==> config.mk <==
export PLATFORM = sky130hd
export DESIGN_NAME = htbd_res_queue
export DESIGN_NICKNAME = d
export VERILOG_FILES = /design/src/rtl/htbd_pkg.sv /design/src/rtl/htbd_res_queue.sv
export SDC_FILE = /design/constraint.sdc
export NUM_CORES = 1
export LEC_CHECK = 0
export BUFFER_PORTS_ARGS = -buffer_cell sky130_fd_sc_hd__buf_2
export CAP_MARGIN = 10
export CORE_MARGIN = 4
export CORE_UTILIZATION = 36
export DETAILED_ROUTE_END_ITERATION = 16
export PLACE_DENSITY = 0.68
export SYNTH_ARGS = -nofsm -noshare
export SYNTH_HDL_FRONTEND = slang
export SYNTH_SLANG_ARGS = --single-unit
==> constraint.sdc <==
create_clock -name clk -period 4.9 [get_ports clk]
set_input_delay 1.47 -clock clk [delete_from_list [all_inputs] [get_ports clk]]
set_output_delay 1.47 -clock clk [all_outputs]
set_load 0.1 [all_outputs]
==> src/rtl/htbd_pkg.sv <==
// htbd_pkg: shared types, constants and helpers of the huffman tree decoder
// no dependencies; used by every rtl file of the block but htbd_ram
package htbd_pkg;

  localparam int NODE_COUNT = 1024;
  localparam int NODE_AW = $clog2(NODE_COUNT);

  localparam logic [8:0] INTERNAL_SYM = 9'd257;
  localparam logic [8:0] MAX_BYTE_SYM = 9'd255;

  localparam logic CFG_ROOT_NODE = 1'b0;
  localparam logic CFG_MAX_OUTPUT = 1'b1;

  typedef enum logic {
    OP_WRITE = 1'b0,
    OP_DECODE = 1'b1
  } op_t;

  typedef enum logic [2:0] {
    KIND_SYMBOL = 3'd0,
    KIND_DONE = 3'd1,
    KIND_BAD = 3'd2,
    KIND_FULL = 3'd3,
    KIND_NOTREE = 3'd4
  } kind_t;

  typedef enum logic [1:0] {
    PH_IDLE = 2'd0,
    PH_DECODE = 2'd1,
    PH_HALT = 2'd2
  } phase_t;

  typedef enum logic [2:0] {
    ST_CLEAR,
    ST_IDLE,
    ST_ROOT,
    ST_CUR,
    ST_WALK,
    ST_FINISH
  } state_t;

  typedef struct packed {
    logic written;
    logic [8:0] sym;
    logic [9:0] left;
    logic [9:0] right;
  } node_t;

  typedef struct packed {
    op_t op;
    logic node_ok;
    logic [9:0] idx;
    node_t entry;
    logic [7:0] data;
    logic last;
  } cmd_t;

  typedef struct packed {
    kind_t kind;
    logic [7:0] symbol;
    logic [15:0] count;
    logic last;
  } res_t;

  function automatic logic node_in_range(logic [9:0] idx);
    return 32'(idx) < NODE_COUNT;
  endfunction

  function automatic logic [NODE_AW-1:0] node_addr(logic [9:0] idx);
    return NODE_AW'(idx);
  endfunction

endpackage

==> src/rtl/htbd_res_queue.sv <==
// htbd_res_queue: two-entry result queue toward the output side
// depends on htbd_pkg
module htbd_res_queue (
  input  logic clk,
  input  logic rst,
  input  logic res_push,
  input  htbd_pkg::res_t res_in,
  output logic res_space,
  output logic empty,
  input  logic pop,
  output htbd_pkg::res_t res_out
);

  htbd_pkg::res_t q [2];
  logic wr_ptr;
  logic rd_ptr;
  logic [1:0] fill;
  logic do_push;
  logic do_pop;

  assign res_space = (fill != 2'd2);
  assign empty = (fill == 2'd0);
  assign do_push = res_push && res_space;
  assign do_pop = pop && !empty;
  assign res_out = q[rd_ptr];

  always_ff @(posedge clk) begin
    if (do_push) begin
      q[wr_ptr] <= res_in;
    end
  end

  always_ff @(posedge clk) begin
    if (rst) begin
      wr_ptr <= 1'b0;
      rd_ptr <= 1'b0;
      fill <= 2'd0;
    end else begin
      if (do_push) begin
        wr_ptr <= ~wr_ptr;
      end
      if (do_pop) begin
        rd_ptr <= ~rd_ptr;
      end
      fill <= fill + {1'b0, do_push} - {1'b0, do_pop};
    end
  end

endmodule

# Word level (Yosys, flattened, before mapping)
# Memories as Yosys holds them, arrays and structs flattened. A register that Yosys moved wholly into a read port is not among the register bits.
# Index checks and enable logic that the tools add are counted.
[word_totals]
register_bits = 4
latch_bits = 0
ramBits = 56
rom_bits = 0
inputBits = 32
out_inout_bits = 30
wordCells = 17
n_memories = 1
[op_classes]
add_sub_neg = 2
multipliers = 0
div = 0
magnitude_cmp = 0
n_eq_ne = 1
shifts = 0
n_mux = 4
n_bitwise = 2
n_reduce_logical = 4
[memory_table]
columns = ["name", "depth", "width", "read_ports", "rd_clocked_by_memory_dff", "wr", "line_no", "text"]
rows = [
  ["q", 2, 28, 1, 1, 1, "htbd_res_queue.sv:14", "htbd_pkg::res_t q [2];"],
]
[op_table]
columns = ["cell", "n"]
rows = [
  ["$mux 1", 4],
  ["$add 2x1->2", 1],
  ["$logic_and 1x1->1", 2],
  ["$logic_not 2->1", 1],
  ["$ne 2x2->1 const B", 1],
  ["$not 1->1", 2],
  ["$sub 2x1->2", 1],
  ["$logic_not 1->1", 1],
]

# Longest topological paths before layout
[depth]
depth_word = 5
depth_mapped = 8

# Worst setup path after synthesis
# Ideal clock, no wire load.
[synth_path]
kind = "input to register"
start = "input port res_push"
end = "memory q[0][0] (netlist bit) (enable)"
setup_time_ns = 0.413
arrival_time_ns = 2.747
path_slack_ns = 1.740
stages = 2
path_cell_list = "nand2_2 > nor2_1"
[synth_between]
elab_chain_len = 3
[synth_lines]
columns = ["element", "line_no", "text"]
rows = [
  ["start: declaration", "htbd_res_queue.sv:6", "input logic res_push,"],
  ["$logic_and 1x1->1", "htbd_res_queue.sv:23", "assign do_push = res_push && res_space;"],
  ["$mux 1", "htbd_res_queue.sv:28", "if (do_push) begin"],
  ["$mux 1 (implied by the code)", "htbd_res_queue.sv:29", "q[wr_ptr] <= res_in;"],
  ["end: declaration", "htbd_res_queue.sv:14", ""],
]
# No other way between the ends.

==> results.json <==
{
  "drt-total-wl_mm": 3.75,
  "h-tree-depth": 3,
  "grt_overflow": 0,
  "dp_hpwl_mm": 2.53,
  "synthesis.nets": 145,
  "clock-sinks": 61,
  "crit_chain": "mux2_4 > buf_2",
  "start_util_pct": 36.9,
  "hold_class": "reg2reg",
  "clk_root_buffer_cell": "clkbuf_8",
  "first_global_vias": 1166,
  "fp.dieH_microns": 88.6,
  "vias": 1196,
  "synth_top_area_share_pct": 71.8,
  "hp-start": "rd_ptr",
  "num-nets-final": 216,
  "relSlewSlack_pct": 41.2,
  "cts_resized": 0,
  "first_pass_iters": 3,
  "dp.cells": 248,
  "area_delta_synth_final_pct": 24.2,
  "ys_seq_elements": 61,
  "finalSetupViolations": 0,
  "cts-buffers-inserted": 9,
  "synthesis.area_sq_mm": 0.00234,
  "setup_tns_ns": 0,
  "drt_iter0_drc": 19,
  "n_antenna_cell": 0,
  "port_buffers": 61,
  "drc": 0,
  "clkLatencyLatePin_ns": 0.32,
  "finalMaxSlewViolations": 0,
  "netlist_instances": 111,
  "cts_buffer_depth": 2,
  "cts_tree": "yes",
  "grt_util_all_layers_pct": 10.0,
  "ys_types": 15,
  "cp.required_ns": 3.43,
  "synth_flop_cell": "edfxtp_1",
  "synth_edf_count": 56,
  "holdBufCountCts": 0,
  "yosys.area.top_type": "edfxtp_1",
  "grt_max_degree": 29,
  "fin_ws_ns": 1.49,
  "fp.coreArea_sq_mm": 0.00635,
  "dp_worst_setup_slack_ns": 1.78,
  "die_w_microns": 88.6,
  "rows": 29,
  "synth_seq_area_share_pct": 76.1,
  "ys.warnings.count": 0,
  "antenna_found_initial": 0,
  "hold_viol": 0,
  "fmax_mhz": 293,
  "synth_area_leaders": "edfxtp_1 72%, mux2_4 13%, dfxtp_1 4.3%",
  "cp_max_fo": 28,
  "worstSetupStartpointType": "flip-flop",
  "clk_pin_slew_ns": 0.06,
  "rsz0062_at_grt": "false",
  "grt_pass1_wl_mm": 5.60,
  "finalWeightedCongestion": 0.620,
  "end_kind": "primary output",
  "die_area_sq_mm": 0.00786,
  "yosysMostFrequentCell": "edfxtp_1",
  "drive_gt1_share_pct": 59.1,
  "worstSetupPathType": "reg2out",
  "post-cts-setup-buffers": 0,
  "synthTopCellsByCount": "56 x edfxtp_1, 21 x mux2_4, 8 x mux2_2",
  "outcome": "complete, no violations",
  "ys_async_sr_fraction_pct": 0,
  "slowest_delay_ns": 0.91,
  "avgSynthCellArea_sq_um": 21.1,
  "period_share_pct": 69.7,
  "tightest_slew_ns": 0.883,
  "rr_startpoint": "fill[0]",
  "fin_skew_ns": 0.00488,
  "via_per_inst": 4.55,
  "wl_per_cell_microns": 14.3,
  "drtAntennaViolNets": 0,
  "max_cap_viol_count": 0,
  "final_cells": 263,
  "ios": 62,
  "arrival_ns": 1.94,
  "layout_min_cycle_time_ns": 3.41,
  "cp_slowest_cell": "dfxtp_2"
}
-- metrics by stage --
stage | util [%] | instance area [sq um] | hold slack, ns
after CTS | 45.8 | 2910 | 0.527
after global routing | 45.8 | 2910 | 0.565
after floorplan | - | 2340 | 0.480
after global placement | 43.0 | 2730 | 0.496
after detailed placement | 43.0 | 2730 | 0.504
final | 45.8 | 2910 | 0.516
-- layout make-up --
type                       count  area, sq um
fill                         560         3440
sequential                    61         1780
multi-input combinational     46          524
timing repair buffer          63          320
clock buffer                   9          124
tap                           77         96.3
clock inverter                 6         55.1
inverter                       1         3.75
-- critical path: cells and delay by family (launching register included) --
family	cells	cell delay [ns]
multiplexers	1	0.29
flip-flops	1	0.91
buffers and inverters	1	0.42
-- cell usage in the layout, fill, tap and decap left out --
cell and instances:
dfxtp_2 1, ha_1 2, and3_1 1, edfxtp_1 56, o21a_2 1, nor2_2 1
nor2b_1 2, clkbuf_8 9, clkinvlp_4 1, mux2_2 8, nand2_2 1, nor2_1 5
bufinv_16 1, clkinv_1 2, xnor2_1 2, nand2b_2 1, inv_1 1, clkinv_2 2
buf_4 2, buf_2 61, xor2_1 1, dfxtp_1 4, mux2_4 21
-- sequential cells by signal, summed over array words and instances, names as in the netlist, named ones only --
| name | flops |
|---|---|
| wr_ptr | 1 |
| fill | 2 |
| rd_ptr | 1 |
| q | 56 |
-- per-layer routing --
| metal | routed length [microns] | share of wire (%) | GRT usage [%] |
|---|---|---|---|
| met1 | 1530 | 41 | 11.0 |
| met2 | 1820 | 48 | 16.2 |
| met3 | 282 | 7.5 | 3.54 |
| met4 | 122 | 3.3 | 7.01 |
| met5 | 0 | 0 | 0 |
-- path summary, 6_finish.rpt --
check | endpoint | slack, ns | cells past startpoint
setup / recovery | res_out[17] | 1.49 | 2
hold / removal | rd_ptr | 0.52 | 2
hold reg to reg | rd_ptr | 0.52 | 2
setup reg to reg | fill[1] | 3.34 | 8
-- cells by family (layout without fill, tap and decap cells) --
| group | Yosys count | in the layout | share of synthesized area (%) |
|---|---|---|---|
| adder cells (fa/ha/maj) | 2 | 2 | 1.07 |
| multiplexers | 29 | 29 | 17.3 |
| buffers and inverters | 4 | 79 | 1.60 |
| AO/OA/AOI/OAI | 1 | 1 | 0.374 |
| AND/OR/NAND/NOR | 11 | 11 | 2.41 |
| XOR/XNOR | 3 | 3 | 1.12 |
| flip-flops | 61 | 61 | 76.1 |
Power is left out: the tool's default activity adds up to more than one toggle a clock period on the data nets, which glitch-free logic cannot reach.
